===== config.mk =====
export PLATFORM = sky130hd
export DESIGN_NAME = tdma_slot_sample_packetizer_core_flat
export DESIGN_NICKNAME = d
export VERILOG_FILES = /design/src/design/tssp_pkg.sv /design/src/design/tssp_in_if.sv /design/src/design/tssp_out_if.sv /design/src/design/tssp_ram.sv /design/src/design/tssp_div.sv /design/src/design/tssp_cmd_fifo.sv /design/src/design/tssp_front.sv /design/src/design/tssp_back.sv /design/src/design/tdma_slot_sample_packetizer_core.sv /design/src/flat_wrapper.sv
export SDC_FILE = /design/constraint.sdc
export NUM_CORES = 2
export LEC_CHECK = 0
export ABC_AREA = 1
export BUFFER_PORTS_ARGS = -buffer_cell sky130_fd_sc_hd__buf_2
export CORE_MARGIN = 10
export CORE_UTILIZATION = 40
export CTS_BUF_LIST = sky130_fd_sc_hd__clkbuf_8
export DETAILED_ROUTE_END_ITERATION = 16
export GPL_ROUTABILITY_DRIVEN = 0
export PLACE_DENSITY = 0.63
export SYNTH_ARGS = -nofsm -noshare
export SYNTH_HDL_FRONTEND = slang
export SYNTH_SLANG_ARGS = --single-unit

===== constraint.sdc =====
create_clock -name clk -period 8.65 [get_ports clk]
set_input_delay 0.4325 -clock clk [delete_from_list [all_inputs] [get_ports clk]]
set_output_delay 0.4325 -clock clk [all_outputs]
set_load 0.1 [all_outputs]

===== src/design/tssp_pkg.sv =====
`default_nettype none

package tssp_pkg;

    // field widths fixed by the item formats
    localparam int TIME_W    = 32;
    localparam int LEN_W     = 16;
    localparam int RAW_W     = 12;
    localparam int VER_W     = 8;
    localparam int SEQ_W     = 16;
    localparam int COUNT_W   = 6;
    localparam int VALUE_W   = 14;
    localparam int NODE_W    = 4;
    localparam int PROD_W    = 26;

    // configuration port
    localparam int CFG_IDX_W  = 2;
    localparam int CFG_DATA_W = 16;

    localparam logic [CFG_IDX_W-1:0] CFG_NODE_ID       = 2'd0;
    localparam logic [CFG_IDX_W-1:0] CFG_SAMPLE_PERIOD = 2'd1;
    localparam logic [CFG_IDX_W-1:0] CFG_SYNC_VERSION  = 2'd2;

    // input operations
    localparam logic [1:0] OP_SYNC   = 2'd0;
    localparam logic [1:0] OP_SAMPLE = 2'd1;
    localparam logic [1:0] OP_POLL   = 2'd2;

    // result kinds
    localparam logic KIND_HEADER = 1'b0;
    localparam logic KIND_SAMPLE = 1'b1;

    // reset values
    localparam logic [NODE_W-1:0] RESET_NODE_ID       = 4'd1;
    localparam logic [LEN_W-1:0]  RESET_SAMPLE_PERIOD = 16'd1000;
    localparam logic [VER_W-1:0]  RESET_SYNC_VERSION  = 8'd1;
    localparam logic [SEQ_W-1:0]  RESET_SEQ           = 16'd1;

    // scaling constants
    localparam logic [VALUE_W-1:0] SCALE_MUL = 14'd10000;
    localparam logic [RAW_W-1:0]   SCALE_DIV = 12'd4095;

    typedef struct packed {
        logic [1:0]        op;
        logic [TIME_W-1:0] now_time;
        logic [RAW_W-1:0]  raw_sample;
        logic [VER_W-1:0]  sync_version;
        logic [TIME_W-1:0] sync_epoch;
        logic [LEN_W-1:0]  sync_cycle;
        logic [LEN_W-1:0]  sync_slot;
        logic [LEN_W-1:0]  sync_guard;
    } in_item_t;

    typedef struct packed {
        logic               kind;
        logic [SEQ_W-1:0]   pkt_seq;
        logic [TIME_W-1:0]  base_time;
        logic [COUNT_W-1:0] pkt_count;
        logic [VALUE_W-1:0] sample_value;
        logic               last;
    } out_item_t;

    typedef struct packed {
        logic [SEQ_W-1:0]   seq;
        logic [TIME_W-1:0]  base_time;
        logic [COUNT_W-1:0] count;
    } send_cmd_t;

    typedef enum logic [1:0] {
        F_IDLE,
        F_SCALE,
        F_DIV,
        F_CHECK
    } front_state_t;

    typedef enum logic [2:0] {
        B_IDLE,
        B_HDR,
        B_RD,
        B_LOAD,
        B_SMP
    } back_state_t;

    // floor(x / 4095) for x <= 4095*10000: x = 4095*q0 + (q0 + x[11:0])
    function automatic logic [VALUE_W-1:0] div_by_4095(input logic [PROD_W-1:0] x);
        logic [VALUE_W-1:0] q0;
        logic [VALUE_W:0]   r0;
        logic [1:0]         adj;
        q0  = x[PROD_W-1:RAW_W];
        r0  = (VALUE_W+1)'(x[RAW_W-1:0]) + (VALUE_W+1)'(q0);
        adj = 2'd0;
        if (r0 >= (VALUE_W+1)'(SCALE_DIV))
            adj = 2'd1;
        if (r0 >= (VALUE_W+1)'(2 * SCALE_DIV))
            adj = 2'd2;
        if (r0 >= (VALUE_W+1)'(3 * SCALE_DIV))
            adj = 2'd3;
        return q0 + VALUE_W'(adj);
    endfunction

endpackage

`default_nettype wire


===== src/design/tssp_in_if.sv =====
`default_nettype none

interface tssp_in_if;
    logic                valid;
    logic                ready;
    tssp_pkg::in_item_t  data;

    modport source (output valid, output data, input ready);
    modport sink   (input valid, input data, output ready);
endinterface

`default_nettype wire


===== src/design/tssp_out_if.sv =====
`default_nettype none

interface tssp_out_if;
    logic                valid;
    logic                ready;
    tssp_pkg::out_item_t data;

    modport source (output valid, output data, input ready);
    modport sink   (input valid, input data, output ready);
endinterface

`default_nettype wire


===== src/design/tssp_ram.sv =====
`default_nettype none

module tssp_ram #(
    parameter int WIDTH = 14,
    parameter int DEPTH = 32
) (
    input  wire logic                                  clk,
    input  wire logic                                  we,
    input  wire logic [(DEPTH > 1 ? $clog2(DEPTH) : 1)-1:0] waddr,
    input  wire logic [WIDTH-1:0]                      wdata,
    input  wire logic                                  re,
    input  wire logic [(DEPTH > 1 ? $clog2(DEPTH) : 1)-1:0] raddr,
    output logic      [WIDTH-1:0]                      rdata
);
    logic [WIDTH-1:0] mem [DEPTH];

    always_ff @(posedge clk)
    begin
        if (we)
        begin
            mem[waddr] <= wdata;
        end
        if (re)
        begin
            rdata <= mem[raddr];
        end
    end
endmodule

`default_nettype wire


===== src/design/tssp_div.sv =====
`default_nettype none

module tssp_div (
    input  wire logic                        clk,
    input  wire logic                        rst_n,
    input  wire logic                        start,
    input  wire logic [tssp_pkg::TIME_W-1:0] dividend,
    input  wire logic [tssp_pkg::LEN_W-1:0]  divisor,
    output logic                             done,
    output logic      [tssp_pkg::TIME_W-1:0] quotient,
    output logic      [tssp_pkg::LEN_W-1:0]  remainder
);
    import tssp_pkg::*;

    localparam int STEP_W = $clog2(TIME_W);

    logic              busy_reg, busy_next;
    logic              done_reg, done_next;
    logic [STEP_W-1:0] step_reg, step_next;
    logic [TIME_W-1:0] quo_reg, quo_next;
    logic [LEN_W-1:0]  rem_reg, rem_next;
    logic [LEN_W-1:0]  dsr_reg, dsr_next;

    logic [LEN_W:0]    trial;
    logic              fits;

    // one restoring step per cycle
    always_comb
    begin
        trial     = {rem_reg, quo_reg[TIME_W-1]};
        fits      = trial >= {1'b0, dsr_reg};
        busy_next = busy_reg;
        done_next = 1'b0;
        step_next = step_reg;
        quo_next  = quo_reg;
        rem_next  = rem_reg;
        dsr_next  = dsr_reg;
        if (start)
        begin
            busy_next = 1'b1;
            step_next = '0;
            quo_next  = dividend;
            rem_next  = '0;
            dsr_next  = divisor;
        end
        else if (busy_reg)
        begin
            quo_next  = {quo_reg[TIME_W-2:0], fits};
            rem_next  = fits ? LEN_W'(trial - {1'b0, dsr_reg}) : LEN_W'(trial);
            step_next = step_reg + STEP_W'(1);
            if (step_reg == STEP_W'(TIME_W - 1))
            begin
                busy_next = 1'b0;
                done_next = 1'b1;
            end
        end
    end

    always_ff @(posedge clk or negedge rst_n)
    begin
        if (!rst_n)
        begin
            busy_reg <= 1'b0;
            done_reg <= 1'b0;
            step_reg <= '0;
        end
        else
        begin
            busy_reg <= busy_next;
            done_reg <= done_next;
            step_reg <= step_next;
        end
    end

    always_ff @(posedge clk)
    begin
        quo_reg <= quo_next;
        rem_reg <= rem_next;
        dsr_reg <= dsr_next;
    end

    assign done      = done_reg;
    assign quotient  = quo_reg;
    assign remainder = rem_reg;
endmodule

`default_nettype wire


===== src/design/tssp_cmd_fifo.sv =====
`default_nettype none

module tssp_cmd_fifo (
    input  wire logic                 clk,
    input  wire logic                 rst_n,
    input  wire logic                 push,
    input  wire tssp_pkg::send_cmd_t  push_cmd,
    input  wire logic                 pop,
    output tssp_pkg::send_cmd_t       head_cmd,
    output logic                      empty,
    output logic                      full
);
    import tssp_pkg::*;

    localparam int DEPTH = 2;
    localparam int PTR_W = 1;
    localparam int CNT_W = 2;

    send_cmd_t        slots [DEPTH];
    logic [PTR_W-1:0] wr_ptr_reg, wr_ptr_next;
    logic [PTR_W-1:0] rd_ptr_reg, rd_ptr_next;
    logic [CNT_W-1:0] fill_reg, fill_next;

    logic do_push, do_pop;

    always_comb
    begin
        do_push     = push && !full;
        do_pop      = pop && !empty;
        wr_ptr_next = do_push ? wr_ptr_reg + PTR_W'(1) : wr_ptr_reg;
        rd_ptr_next = do_pop ? rd_ptr_reg + PTR_W'(1) : rd_ptr_reg;
        fill_next   = fill_reg + CNT_W'(do_push) - CNT_W'(do_pop);
    end

    always_ff @(posedge clk or negedge rst_n)
    begin
        if (!rst_n)
        begin
            wr_ptr_reg <= '0;
            rd_ptr_reg <= '0;
            fill_reg   <= '0;
        end
        else
        begin
            wr_ptr_reg <= wr_ptr_next;
            rd_ptr_reg <= rd_ptr_next;
            fill_reg   <= fill_next;
        end
    end

    always_ff @(posedge clk)
    begin
        if (do_push)
        begin
            slots[wr_ptr_reg] <= push_cmd;
        end
    end

    assign head_cmd = slots[rd_ptr_reg];
    assign empty    = fill_reg == '0;
    assign full     = fill_reg == CNT_W'(DEPTH);
endmodule

`default_nettype wire


===== src/design/tssp_front.sv =====
`default_nettype none

module tssp_front #(
    parameter int MAX_SAMPLES = 32
) (
    input  wire logic                            clk,
    input  wire logic                            rst_n,
    tssp_in_if.sink                              items,
    input  wire logic                            cfg_we,
    input  wire logic [tssp_pkg::CFG_IDX_W-1:0]  cfg_index,
    input  wire logic [tssp_pkg::CFG_DATA_W-1:0] cfg_wdata,
    input  wire logic                            back_busy,
    input  wire logic                            cmd_full,
    output logic                                 cmd_push,
    output tssp_pkg::send_cmd_t                  cmd,
    output logic                                 ram_we,
    output logic [(MAX_SAMPLES > 1 ? $clog2(MAX_SAMPLES) : 1)-1:0] ram_waddr,
    output logic [tssp_pkg::VALUE_W-1:0]         ram_wdata
);
    import tssp_pkg::*;

    localparam int AW    = MAX_SAMPLES > 1 ? $clog2(MAX_SAMPLES) : 1;
    localparam int CNT_W = $clog2(MAX_SAMPLES + 1);

    front_state_t      state_reg, state_next;
    logic [NODE_W-1:0] node_id_reg, node_id_next;
    logic [LEN_W-1:0]  period_reg, period_next;
    logic [VER_W-1:0]  version_reg, version_next;
    logic [TIME_W-1:0] epoch_reg, epoch_next;
    logic [LEN_W-1:0]  cycle_reg, cycle_next;
    logic [LEN_W-1:0]  slot_reg, slot_next;
    logic [LEN_W-1:0]  guard_reg, guard_next;
    logic              synced_reg, synced_next;
    logic [TIME_W-1:0] next_time_reg, next_time_next;
    logic              started_reg, started_next;
    logic [CNT_W-1:0]  count_reg, count_next;
    logic [SEQ_W-1:0]  seq_reg, seq_next;
    logic [TIME_W-1:0] last_cyc_reg, last_cyc_next;
    logic [TIME_W-1:0] poll_time_reg, poll_time_next;
    logic [PROD_W-1:0] prod_reg, prod_next;

    in_item_t          d;
    logic              accept;
    logic [TIME_W-1:0] due_base;
    logic [TIME_W-1:0] due_diff;
    logic              due;
    logic              has_room;
    logic              poll_ok;
    logic              div_start;
    logic              div_done;
    logic [TIME_W-1:0] div_quotient;
    logic [LEN_W-1:0]  div_remainder;
    logic [NODE_W-1:0] slot_index;
    logic [LEN_W+NODE_W-1:0] offset;
    logic [LEN_W+NODE_W:0]   win_lo;
    logic [LEN_W+NODE_W:0]   win_hi;
    logic [LEN_W:0]          phase_hi;
    logic                    in_slot;
    logic                    send;

    tssp_div u_div (
        .clk      (clk),
        .rst_n    (rst_n),
        .start    (div_start),
        .dividend (d.now_time - epoch_reg),
        .divisor  (cycle_reg),
        .done     (div_done),
        .quotient (div_quotient),
        .remainder(div_remainder)
    );

    // item classification
    always_comb
    begin
        d        = items.data;
        accept   = items.valid && items.ready;
        due_base = started_reg ? next_time_reg : d.now_time;
        due_diff = d.now_time - due_base;
        due      = !due_diff[TIME_W-1];
        has_room = count_reg < CNT_W'(MAX_SAMPLES);
        poll_ok  = synced_reg && (cycle_reg != '0) && (count_reg != '0);
    end

    // guarded slot window, no wrap
    always_comb
    begin
        slot_index = node_id_reg - NODE_W'(1);
        offset     = slot_index * slot_reg;
        win_lo     = (LEN_W+NODE_W+1)'(offset) + (LEN_W+NODE_W+1)'(guard_reg[LEN_W-1:1]);
        win_hi     = (LEN_W+NODE_W+1)'(offset) + (LEN_W+NODE_W+1)'(slot_reg);
        phase_hi   = (LEN_W+1)'(div_remainder) + (LEN_W+1)'(guard_reg[LEN_W-1:1]);
        in_slot    = ((LEN_W+NODE_W+1)'(div_remainder) >= win_lo)
                     && ((LEN_W+NODE_W+1)'(phase_hi) < win_hi);
        send       = in_slot && (div_quotient != last_cyc_reg);
    end

    always_comb
    begin
        state_next = state_reg;
        unique case (state_reg)
            F_IDLE:
            begin
                if (accept && (d.op == OP_SAMPLE) && due && has_room)
                    state_next = F_SCALE;
                else if (accept && (d.op == OP_POLL) && poll_ok)
                    state_next = F_DIV;
            end
            F_SCALE:
            begin
                if (!back_busy)
                    state_next = F_IDLE;
            end
            F_DIV:
            begin
                if (div_done)
                    state_next = F_CHECK;
            end
            F_CHECK:
            begin
                if (!send || !cmd_full)
                    state_next = F_IDLE;
            end
            default: state_next = F_IDLE;
        endcase
    end

    always_comb
    begin
        items.ready    = state_reg == F_IDLE;
        div_start      = 1'b0;
        ram_we         = (state_reg == F_SCALE) && !back_busy;
        ram_waddr      = count_reg[AW-1:0];
        ram_wdata      = div_by_4095(prod_reg);
        cmd_push       = (state_reg == F_CHECK) && send && !cmd_full;
        cmd.seq        = seq_reg;
        cmd.base_time  = poll_time_reg;
        cmd.count      = COUNT_W'(count_reg);

        node_id_next   = node_id_reg;
        period_next    = period_reg;
        version_next   = version_reg;
        epoch_next     = epoch_reg;
        cycle_next     = cycle_reg;
        slot_next      = slot_reg;
        guard_next     = guard_reg;
        synced_next    = synced_reg;
        next_time_next = next_time_reg;
        started_next   = started_reg;
        count_next     = count_reg;
        seq_next       = seq_reg;
        last_cyc_next  = last_cyc_reg;
        poll_time_next = poll_time_reg;
        prod_next      = prod_reg;

        if (cfg_we)
        begin
            unique case (cfg_index)
                CFG_NODE_ID:       node_id_next = cfg_wdata[NODE_W-1:0];
                CFG_SAMPLE_PERIOD: period_next  = cfg_wdata[LEN_W-1:0];
                CFG_SYNC_VERSION:  version_next = cfg_wdata[VER_W-1:0];
                default:           ;
            endcase
        end

        if (accept)
        begin
            case (d.op)
                OP_SYNC:
                begin
                    if (d.sync_version == version_reg)
                    begin
                        epoch_next  = d.sync_epoch;
                        cycle_next  = d.sync_cycle;
                        slot_next   = d.sync_slot;
                        guard_next  = d.sync_guard;
                        synced_next = 1'b1;
                    end
                end
                OP_SAMPLE:
                begin
                    started_next   = 1'b1;
                    next_time_next = due ? due_base + TIME_W'(period_reg) : due_base;
                    prod_next      = PROD_W'(d.raw_sample) * PROD_W'(SCALE_MUL);
                end
                OP_POLL:
                begin
                    poll_time_next = d.now_time;
                    div_start      = poll_ok;
                end
                default: ;
            endcase
        end

        if (ram_we)
            count_next = count_reg + CNT_W'(1);

        if (cmd_push)
        begin
            count_next    = '0;
            seq_next      = seq_reg + SEQ_W'(1);
            last_cyc_next = div_quotient;
        end
    end

    always_ff @(posedge clk or negedge rst_n)
    begin
        if (!rst_n)
        begin
            state_reg     <= F_IDLE;
            node_id_reg   <= RESET_NODE_ID;
            period_reg    <= RESET_SAMPLE_PERIOD;
            version_reg   <= RESET_SYNC_VERSION;
            epoch_reg     <= '0;
            cycle_reg     <= '0;
            slot_reg      <= '0;
            guard_reg     <= '0;
            synced_reg    <= 1'b0;
            next_time_reg <= '0;
            started_reg   <= 1'b0;
            count_reg     <= '0;
            seq_reg       <= RESET_SEQ;
            last_cyc_reg  <= '1;
        end
        else
        begin
            state_reg     <= state_next;
            node_id_reg   <= node_id_next;
            period_reg    <= period_next;
            version_reg   <= version_next;
            epoch_reg     <= epoch_next;
            cycle_reg     <= cycle_next;
            slot_reg      <= slot_next;
            guard_reg     <= guard_next;
            synced_reg    <= synced_next;
            next_time_reg <= next_time_next;
            started_reg   <= started_next;
            count_reg     <= count_next;
            seq_reg       <= seq_next;
            last_cyc_reg  <= last_cyc_next;
        end
    end

    always_ff @(posedge clk)
    begin
        poll_time_reg <= poll_time_next;
        prod_reg      <= prod_next;
    end
endmodule

`default_nettype wire


===== src/design/tssp_back.sv =====
`default_nettype none

module tssp_back #(
    parameter int MAX_SAMPLES = 32
) (
    input  wire logic                         clk,
    input  wire logic                         rst_n,
    tssp_out_if.source                        results,
    input  wire logic                         cmd_empty,
    input  wire tssp_pkg::send_cmd_t          head_cmd,
    output logic                              cmd_pop,
    output logic                              ram_re,
    output logic [(MAX_SAMPLES > 1 ? $clog2(MAX_SAMPLES) : 1)-1:0] ram_raddr,
    input  wire logic [tssp_pkg::VALUE_W-1:0] ram_rdata,
    output logic                              busy
);
    import tssp_pkg::*;

    localparam int AW = MAX_SAMPLES > 1 ? $clog2(MAX_SAMPLES) : 1;

    back_state_t state_reg, state_next;
    send_cmd_t   cmd_reg, cmd_next;
    logic [AW-1:0] idx_reg, idx_next;
    logic        valid_reg, valid_next;
    out_item_t   item_reg, item_next;
    logic        is_last;

    always_comb
    begin
        is_last    = (COUNT_W'(idx_reg) + COUNT_W'(1)) == cmd_reg.count;
        state_next = state_reg;
        unique case (state_reg)
            B_IDLE:
            begin
                if (!cmd_empty)
                    state_next = B_HDR;
            end
            B_HDR:
            begin
                if (results.ready)
                    state_next = B_RD;
            end
            B_RD:   state_next = B_LOAD;
            B_LOAD: state_next = B_SMP;
            B_SMP:
            begin
                if (results.ready)
                    state_next = is_last ? B_IDLE : B_RD;
            end
            default: state_next = B_IDLE;
        endcase
    end

    always_comb
    begin
        cmd_pop    = 1'b0;
        ram_re     = 1'b0;
        ram_raddr  = idx_reg;
        cmd_next   = cmd_reg;
        idx_next   = idx_reg;
        valid_next = valid_reg;
        item_next  = item_reg;
        unique case (state_reg)
            B_IDLE:
            begin
                if (!cmd_empty)
                begin
                    cmd_pop                = 1'b1;
                    cmd_next               = head_cmd;
                    idx_next               = '0;
                    valid_next             = 1'b1;
                    item_next.kind         = KIND_HEADER;
                    item_next.pkt_seq      = head_cmd.seq;
                    item_next.base_time    = head_cmd.base_time;
                    item_next.pkt_count    = head_cmd.count;
                    item_next.sample_value = '0;
                    item_next.last         = 1'b0;
                end
            end
            B_HDR:
            begin
                if (results.ready)
                    valid_next = 1'b0;
            end
            B_RD:
            begin
                ram_re = 1'b1;
            end
            B_LOAD:
            begin
                valid_next             = 1'b1;
                item_next.kind         = KIND_SAMPLE;
                item_next.sample_value = ram_rdata;
                item_next.last         = is_last;
            end
            B_SMP:
            begin
                if (results.ready)
                begin
                    valid_next = 1'b0;
                    idx_next   = idx_reg + AW'(1);
                end
            end
            default: ;
        endcase
    end

    always_ff @(posedge clk or negedge rst_n)
    begin
        if (!rst_n)
        begin
            state_reg <= B_IDLE;
            valid_reg <= 1'b0;
        end
        else
        begin
            state_reg <= state_next;
            valid_reg <= valid_next;
        end
    end

    always_ff @(posedge clk)
    begin
        cmd_reg  <= cmd_next;
        idx_reg  <= idx_next;
        item_reg <= item_next;
    end

    assign results.valid = valid_reg;
    assign results.data  = item_reg;
    assign busy          = (state_reg != B_IDLE) || !cmd_empty;
endmodule

`default_nettype wire


===== src/design/tdma_slot_sample_packetizer_core.sv =====
`default_nettype none

// channel   dir   handshake        payload
// items     in    valid / ready    op, now_time, raw_sample, sync_* fields
// results   out   valid / ready    kind, pkt_seq, base_time, pkt_count,
//                                  sample_value, last
// cfg       in    cfg_we only      cfg_index, cfg_wdata (16 bit)
//
// sync, unused ops and samples that are not stored are handled on acceptance; a stored sample
// takes a scale multiply, then divide by 4095 and buffer write, held off while a packet drains
// a poll with a schedule and buffered samples runs the 32-step serial divider for cycle/phase,
// then checks the slot and waits for room to queue a send; any other poll is handled on acceptance
// a packet drains as a header, then a read, load and send per sample, plus any stall on results
// rst_n clears all control state, the sample buffer is not cleared

module tdma_slot_sample_packetizer_core #(
    parameter int MAX_SAMPLES = 32
) (
    input  wire logic                            clk,
    input  wire logic                            rst_n,
    tssp_in_if.sink                              items,
    tssp_out_if.source                           results,
    input  wire logic                            cfg_we,
    input  wire logic [tssp_pkg::CFG_IDX_W-1:0]  cfg_index,
    input  wire logic [tssp_pkg::CFG_DATA_W-1:0] cfg_wdata
);
    import tssp_pkg::*;

    localparam int AW = MAX_SAMPLES > 1 ? $clog2(MAX_SAMPLES) : 1;

    // front to queue
    logic          cmd_push;
    send_cmd_t     push_cmd;
    logic          cmd_full;

    // queue to back
    logic          cmd_pop;
    logic          cmd_empty;
    send_cmd_t     head_cmd;
    logic          back_busy;

    // sample buffer ports
    logic               ram_we;
    logic [AW-1:0]      ram_waddr;
    logic [VALUE_W-1:0] ram_wdata;
    logic               ram_re;
    logic [AW-1:0]      ram_raddr;
    logic [VALUE_W-1:0] ram_rdata;

    // front: classifies items, keeps schedule and sample timing, checks the slot
    tssp_front #(
        .MAX_SAMPLES(MAX_SAMPLES)
    ) u_front (
        .clk       (clk),
        .rst_n     (rst_n),
        .items     (items),
        .cfg_we    (cfg_we),
        .cfg_index (cfg_index),
        .cfg_wdata (cfg_wdata),
        .back_busy (back_busy),
        .cmd_full  (cmd_full),
        .cmd_push  (cmd_push),
        .cmd       (push_cmd),
        .ram_we    (ram_we),
        .ram_waddr (ram_waddr),
        .ram_wdata (ram_wdata)
    );

    // send commands waiting for the back end
    tssp_cmd_fifo u_cmd_fifo (
        .clk      (clk),
        .rst_n    (rst_n),
        .push     (cmd_push),
        .push_cmd (push_cmd),
        .pop      (cmd_pop),
        .head_cmd (head_cmd),
        .empty    (cmd_empty),
        .full     (cmd_full)
    );

    // scaled sample buffer
    tssp_ram #(
        .WIDTH(VALUE_W),
        .DEPTH(MAX_SAMPLES)
    ) u_sample_ram (
        .clk   (clk),
        .we    (ram_we),
        .waddr (ram_waddr),
        .wdata (ram_wdata),
        .re    (ram_re),
        .raddr (ram_raddr),
        .rdata (ram_rdata)
    );

    // back: header then one item per buffered sample
    tssp_back #(
        .MAX_SAMPLES(MAX_SAMPLES)
    ) u_back (
        .clk       (clk),
        .rst_n     (rst_n),
        .results   (results),
        .cmd_empty (cmd_empty),
        .head_cmd  (head_cmd),
        .cmd_pop   (cmd_pop),
        .ram_re    (ram_re),
        .ram_raddr (ram_raddr),
        .ram_rdata (ram_rdata),
        .busy      (back_busy)
    );
endmodule

`default_nettype wire


===== src/flat_wrapper.sv =====
// flat-port wrapper written by rule: the top's interface ports become plain ports
module tdma_slot_sample_packetizer_core_flat import tssp_pkg::*;
#(
    parameter int MAX_SAMPLES = 32
)
  (clk, rst_n, cfg_we, cfg_index, cfg_wdata, items_valid, items_data, items_ready, results_valid, results_data, results_ready);
  tssp_in_if items_i ();
  tssp_out_if results_i ();
  input  wire logic clk;
  input  wire logic rst_n;
  input  wire logic cfg_we;
  input  wire logic [tssp_pkg::CFG_IDX_W-1:0] cfg_index;
  input  wire logic [tssp_pkg::CFG_DATA_W-1:0] cfg_wdata;
  input wire logic [$bits(items_i.valid)-1:0] items_valid;
  input wire logic [$bits(items_i.data)-1:0] items_data;
  output wire logic [$bits(items_i.ready)-1:0] items_ready;
  output wire logic [$bits(results_i.valid)-1:0] results_valid;
  output wire logic [$bits(results_i.data)-1:0] results_data;
  input wire logic [$bits(results_i.ready)-1:0] results_ready;
  assign items_i.valid = items_valid;
  assign items_i.data = items_data;
  assign items_ready = items_i.ready;
  assign results_valid = results_i.valid;
  assign results_data = results_i.data;
  assign results_i.ready = results_ready;
  tdma_slot_sample_packetizer_core #(.MAX_SAMPLES(MAX_SAMPLES)) u_core (.clk(clk), .rst_n(rst_n), .items(items_i), .results(results_i), .cfg_we(cfg_we), .cfg_index(cfg_index), .cfg_wdata(cfg_wdata));
endmodule

---- Word level (Yosys, flattened, before mapping) ----
Memories as Yosys holds them, arrays and structs flattened. A register that Yosys moved wholly into a read port is not among the register bits.
Index checks and enable logic that the tools add are counted.
storage, ports and cells
  bits in registers ....................... 406
  memory bits (writable) .................. 556
  bits of input ports ..................... 157
  output and inout bits ................... 72
  logic and storage cells ................. 184
  memories kept ........................... 2
operators by class
  add/subtract/negate cells ............... 19
  multiply operators ...................... 2
  magnitude comparators ................... 7
  eq/ne operators ......................... 24
  multiplexer cells ....................... 47
  bitwise gates (word level) .............. 1
  reductions and logical operators ........ 48
memory list
  name                     words  width  rd ports  clocked after Yosys merged registers in  write ports  line                 text
  u_core.u_sample_ram.mem  32     14     1         1                                        1            tssp_ram.sv:15       logic [WIDTH-1:0] mem [DEPTH];
  u_core.u_cmd_fifo.slots  2      54     1         0                                        1            tssp_cmd_fifo.sv:19  send_cmd_t slots [DEPTH];
operators with widths
  kind                                                    number
  two-way mux 32 bit                                      4
  two-way mux 70 bit                                      1
  subtractor 32 bit                                       2
  adder 32 x 16 -> 32 bit                                 1
  inequality test 32 bit                                  1
  case mux 15 bit (2 select lines)                        1
  multiplier 12 x 10 -> 22 bit (second input constant)    1
  adder 20 x 15 -> 21 bit                                 1
  adder 20 x 16 -> 21 bit                                 1
  >= comparator 16 x 21 -> 1 bit                          1
  < comparator 17 x 21 -> 1 bit                           1
  multiplier 4 x 16 -> 20 bit                             1
  two-way mux 5 bit                                       4
  two-way mux 1 bit                                       18
  adder 16 x 15 -> 17 bit                                 1
  >= comparator 17 x 16 -> 1 bit                          1
  adder 16 x 1 -> 16 bit (second input constant)          1
  two-way mux 16 bit                                      1
  two-way mux 2 bit                                       8
  nonzero test 16 bit                                     1
  subtractor 16 bit                                       1
  adder 12 x 14 -> 15 bit                                 1
  >= comparator 15 x 12 -> 1 bit (second input constant)  1
  >= comparator 15 x 13 -> 1 bit (second input constant)  1
  other kinds (41)                                        93

---- Depth between registers and ports, before layout ----
  word-level depth ........................ 11
  depth in mapped cells ................... 47

---- Hierarchy ----
From an unflattened synthesis, not the netlist that was laid out.
unflattened totals
  cell total of the unflattened synthesis .. 5251
  area total of the unflattened synthesis .. 51435.6 µm²
modules (own cells, without submodules)
  module         times used  cells an instance  area each (µm²)  seq. area each (µm²)
  tssp_front     1           2664               21620.7          6602.6
  tssp_ram       1           1575               18738.0          13873.3
  tssp_cmd_fifo  1           315                4186.5           3343.2
  tssp_div       1           509                4032.6           1936.9
  tssp_back      1           188                2857.7           2352.3

---- Worst setup path after synthesis ----
OpenSTA, ideal clock, no wires.
  path type ............................... flip-flop to flip-flop
  start ................................... reg u_core.u_front.node_id_reg[0]
  end ..................................... mem u_core.u_cmd_fifo.slots[0][0] in the netlist's numbering (enable)
  arrival ................................. 8.600 ns
  data required time ...................... 8.184 ns
  slack ................................... -0.415 ns
  stages on the path, launching flop included .. 43
  path buffers ............................ 3
  period minus slack after synthesis ...... 9.065 ns
  cells stage by stage .................... dfstp_2 > inv_1 > clkbuf_1 > ha_1 > xnor2_1 > clkbuf_1 > nor2_1 > fa_1 > inv_1 > fa_1 > inv_1 > ha_1 > nand2_1 > nor2_1 > nand2_1 > nand3_2 > xor2_1 > ha_1 > [... 7 more ...] > ha_1 > nand2_1 > nor2_1 > nand2_1 > nor2_1 > nand2_1 > nand2_1 > nand2_1 > nand2_1 > nand2_1 > a21oi_1 > nand2_1 > nor2_2 > nand3_2 > nor2_4 > nand3_4 > buf_2 > nor2_1
on the way
  word-level cells in the longest chain between the ends .. 11
RTL lines
  element                                                                          line                                text
  start, declared                                                                  tssp_front.sv:26                    logic [NODE_W-1:0] node_id_reg, node_id_next;
  start signal, assigned                                                           tssp_front.sv:227                   node_id_reg <= node_id_next;
  subtractor 4 x 1 -> 4 bit *                                                      tssp_front.sv:87                    slot_index = node_id_reg - NODE_W'(1);
  multiplier 4 x 16 -> 20 bit *                                                    tssp_front.sv:88                    offset = slot_index * slot_reg;
  adder 20 x 15 -> 21 bit or adder 20 x 16 -> 21 bit (tied branches)               tssp_front.sv:89, tssp_front.sv:90
  >= comparator 16 x 21 -> 1 bit or < comparator 17 x 21 -> 1 bit (tied branches)  tssp_front.sv:92, tssp_front.sv:93
  logical AND 1 bit *                                                              tssp_front.sv:93                    && ((LEN_W+NODE_W+1)'(phase_hi) < win_hi);
  logical AND 1 bit *                                                              tssp_front.sv:94                    send = in_slot && (div_quotient != last_cyc_reg);
  logical AND 1 bit * (2 in series)                                                tssp_front.sv:134                   cmd_push = (state_reg == F_CHECK) && send && !cmd_full;
  logical AND 1 bit *                                                              tssp_cmd_fifo.sv:28                 do_push = push && !full;
  two-way mux 1 bit *                                                              tssp_cmd_fifo.sv:53                 if (do_push)
  two-way mux 1 bit (implied by the code) *                                        tssp_cmd_fifo.sv:55                 slots[wr_ptr_reg] <= push_cmd;
  end, declared                                                                    tssp_cmd_fifo.sv:19
Mark *: on every way between the ends. The rest lies on a longest branch, timed or not.

---- Worst setup path in the final report ----
  start ................................... reg u_core.u_front.node_id_reg[0]
  end ..................................... mem u_core.u_cmd_fifo.slots[0][28] in the netlist's numbering (enable)
The elaborated chain is that of the path after synthesis.

==> flow_summary_export.csv <==
group,metric,value,unit
finish,drive_gt1_share,13.5,%
placement,pre_cts_slack,0.840,ns
floorplan,ioPinCount,229,
sta,maxSlewViolCount,0,
grt,grt_pass1_vias,36000,
floorplan,core.rowCount,129,
grt,grt_max_degree,194,
sta,setup_viol,0,
finish,final_common_cell,"nand2_1",
synthesis,synth.net_count,5316,
synthesis,synth_edf_count,747,
pwr,p_per_area,285,nW/µm²
floorplan,start_util,40.3,%
worst_setup_path,endpoint_kind,"flip-flop",
finish,fin_cells,7027,
detailed_routing,wirelength,130000,µm
detailed_routing,vias_per_cell,5.14,
clock_network,cts_hold_buf,134,
finish,top_register,"u_core.u_sample_ram.mem",
clock_network,htreeDepth,4,
run_status,status,"finished clean",
finish,nFillCells,11300,
finish,nNetsFinal,5747,
flow_run,drv_cap,0,
worst_setup_path,critPathRequiredTime,9.17,ns
floorplan,die_w,373,µm
grt,grt_usage,18.3,%
sta,slew_headroom,21.8,%
pwr,ir_drop,0.273,mV
detailed_routing,drtAntennaViolNets,0,
synthesis,synth.avg_cell_area,10.3,µm²
sta,worstMarginPinSlew,1.17,ns
clock_network,numCtsBuffers,158,
sta,hold_violations,0,
placement,dp_cells,6601,
grt,antenna_found_initial,11,
sta,fin_crit_sh,90.2,%
placement,port_buffers,227,
detailed_routing,wl_per_cell,18.4,µm
sta,grt_setup_unrepaired,"false",
synthesis,synth-main-ff-cell,"edfxtp_1",
synthesis,ys_warn_count,0,
detailed_routing,drtIter0Drc,2834,
synthesis,ys_seq_area_share,56.3,%
worst_setup_path,arrival,8.33,ns
worst_setup_path,cpPeakStageDelay,0.76,ns
detailed_routing,via_count,36100,
detailed_routing,drc,0,
sta,layout_min_cycle_time,7.81,ns
floorplan,die_y,373,µm
synthesis,yosysTopAreaCellShare,44.9,%
clock_network,root_buffer,"clkbuf_8",
finish,multi_input_area,19300,µm²
sta,hold_ws,0.120,ns
synthesis,synthDistinctLibCells,60,
clock_network,cts_sinks,975,
floorplan,dieArea,139000,µm²
worst_setup_path,critPathSlowestCell,"ha_1",
clock_network,cts_resized,0,
floorplan,core-area,124000,µm²
synthesis,netlist_instances,4827,
sta,max_freq,0.128,GHz
placement,hpwl,87400,µm
pwr,p_leak,24.3,nW
finish,largest_register_ff_count,448,
worst_setup_path,crit_fanout,40,
sta,worst_clock_skew,0.0608,ns
synthesis,synth_area,49900,µm²
worst_setup_path,start_kind,"flip-flop",
grt,globalRoute.totalOverflow,0,
synthesis,synth_top_area_cell,"edfxtp_1",
synthesis,async_flop_share,21.7,%
synthesis,synth.area.top_cells,"edfxtp_1 (45%), dfrtp_1 (8.6%), ha_1 (6.8%)",
worst_hold_path,hp-class,"in -> reg",
sta,setup_slack,0.844,ns
clock_network,cts_max_path_buffers,3,
synthesis,synth-seq-cells,975,
grt,grt_pass1_wl,202000,µm
clock_network,clock_latency,0.89,ns
clock_network,cts_tree,"yes",
clock_network,clk_pin_slew_worst_paths,0.06,ns
finish,syn_to_final_growth,15.3,%
finish,seq_area,28100,µm²
detailed_routing,drt-pass1-iter-count,6,
worst_setup_path,crit_type,"reg -> reg",
finish,final_cell_mix,"nand2_1 (856), edfxtp_1 (747), inv_1 (570)",
worst_setup_path,timing.critical_path.mode_cell,"nand2_1",
clock_network,post_cts_buffers,0,
## layout make-up
class / instances / area share, %
Antenna cell: 5 / 0.0217
Clock buffer: 166 / 3.97
Tap cell: 1637 / 3.56
Timing Repair Buffer: 431 / 5.28
Multi-Input combinational cell: 3154 / 33.6
Inverter: 538 / 3.52
Clock inverter: 121 / 1.22
Sequential cell: 975 / 48.8
## through the flow
stage                     power [mW]  instance area, µm²  util (%)  setup TNS [ns]
final                           16.4               57600      46.5               0
after global routing            17.5               57600      46.5               0
after CTS                       16.5               57500      46.5               0
after detailed placement        12.6               53200      43.0               0
after global placement          12.5               53200      43.0               0
after floorplan                 10.9               49900         -          -44.85
## worst paths after layout
check | start | end | slack [ns] | depth (start not counted)
worst max-delay path | u_core.u_front.node_id_reg[0] | u_core.u_cmd_fifo.slots[0][28] | 0.84 | 36
worst min-delay path | cfg_we | u_core.u_front.node_id_reg[0] | 0.12 | 3
worst max register to register | u_core.u_front.node_id_reg[0] | u_core.u_cmd_fifo.slots[0][28] | 0.84 | 36
worst min register to register | u_core.u_front.poll_time_reg[15] | u_core.u_cmd_fifo.slots[1][21] | 0.44 | 0
max in group asynchronous | rst_n | u_core.u_cmd_fifo.rd_ptr_reg | 7.01 | 3
min in group asynchronous | rst_n | u_core.u_front.next_time_reg[19] | 0.20 | 2
## critical path: cells and delay by family, from the launching register on
family | cells | cell delay, ns
XOR/XNOR | 2 | 0.40
AND/OR/NAND/NOR | 22 | 2.07
adder cells (fa/ha/maj) | 6 | 2.97
buffers and inverters | 3 | 0.78
AO/OA/AOI/OAI | 3 | 0.60
flip-flops | 1 | 0.53
## cell families after synthesis
group	after synthesis	share of synthesized area [%]
multiplexers	93	2.08
AO/OA/AOI/OAI	874	10.1
buffers and inverters	698	5.32
adder cells (fa/ha/maj)	332	9.21
XOR/XNOR	182	3.19
flip-flops	975	56.3
AND/OR/NAND/NOR	1673	13.8
## power breakdown
group,leakage (nW),switching [mW],total [mW],internal (mW)
Clock,1.69,1.91,3.81,1.90
Combinational,13.0,4.56,6.30,1.74
Sequential,9.59,0.367,6.29,5.92
Total,24.3,6.83,16.4,9.56
## layer usage
layer | vias to the layer above | part of all wire [%] | GRT usage [%]
met5 | - | 0.061 | 0
met4 | 12 | 3.1 | 6.69
met3 | 245 | 6.2 | 3.77
met2 | 1062 | 48 | 30.9
met1 | 17300 | 42 | 23.0
li1 | 17500 | - | -
## cells in the mapped netlist, types with 9 or more instances
master and instances:
a21o_1 10, a21oi_1 174, a31oi_1 33, a32oi_1 10, buf_2 12, clkbuf_1 138, dfrtp_1 171, dfstp_2 41
dfxtp_1 16, edfxtp_1 747, fa_1 59, ha_1 273, inv_1 526, inv_2 9, mux2_2 87, nand2_1 856
nand3_1 150, nand4_1 26, nor2_1 515, nor3_1 39, nor4_1 19, o211ai_1 21, o21ai_0 430, o21ai_1 15
o21bai_1 10, o221ai_1 76, o22ai_1 54, or2_2 27, xnor2_1 76, xor2_1 106
No activity file was read; power rests on OpenSTA's default activity.
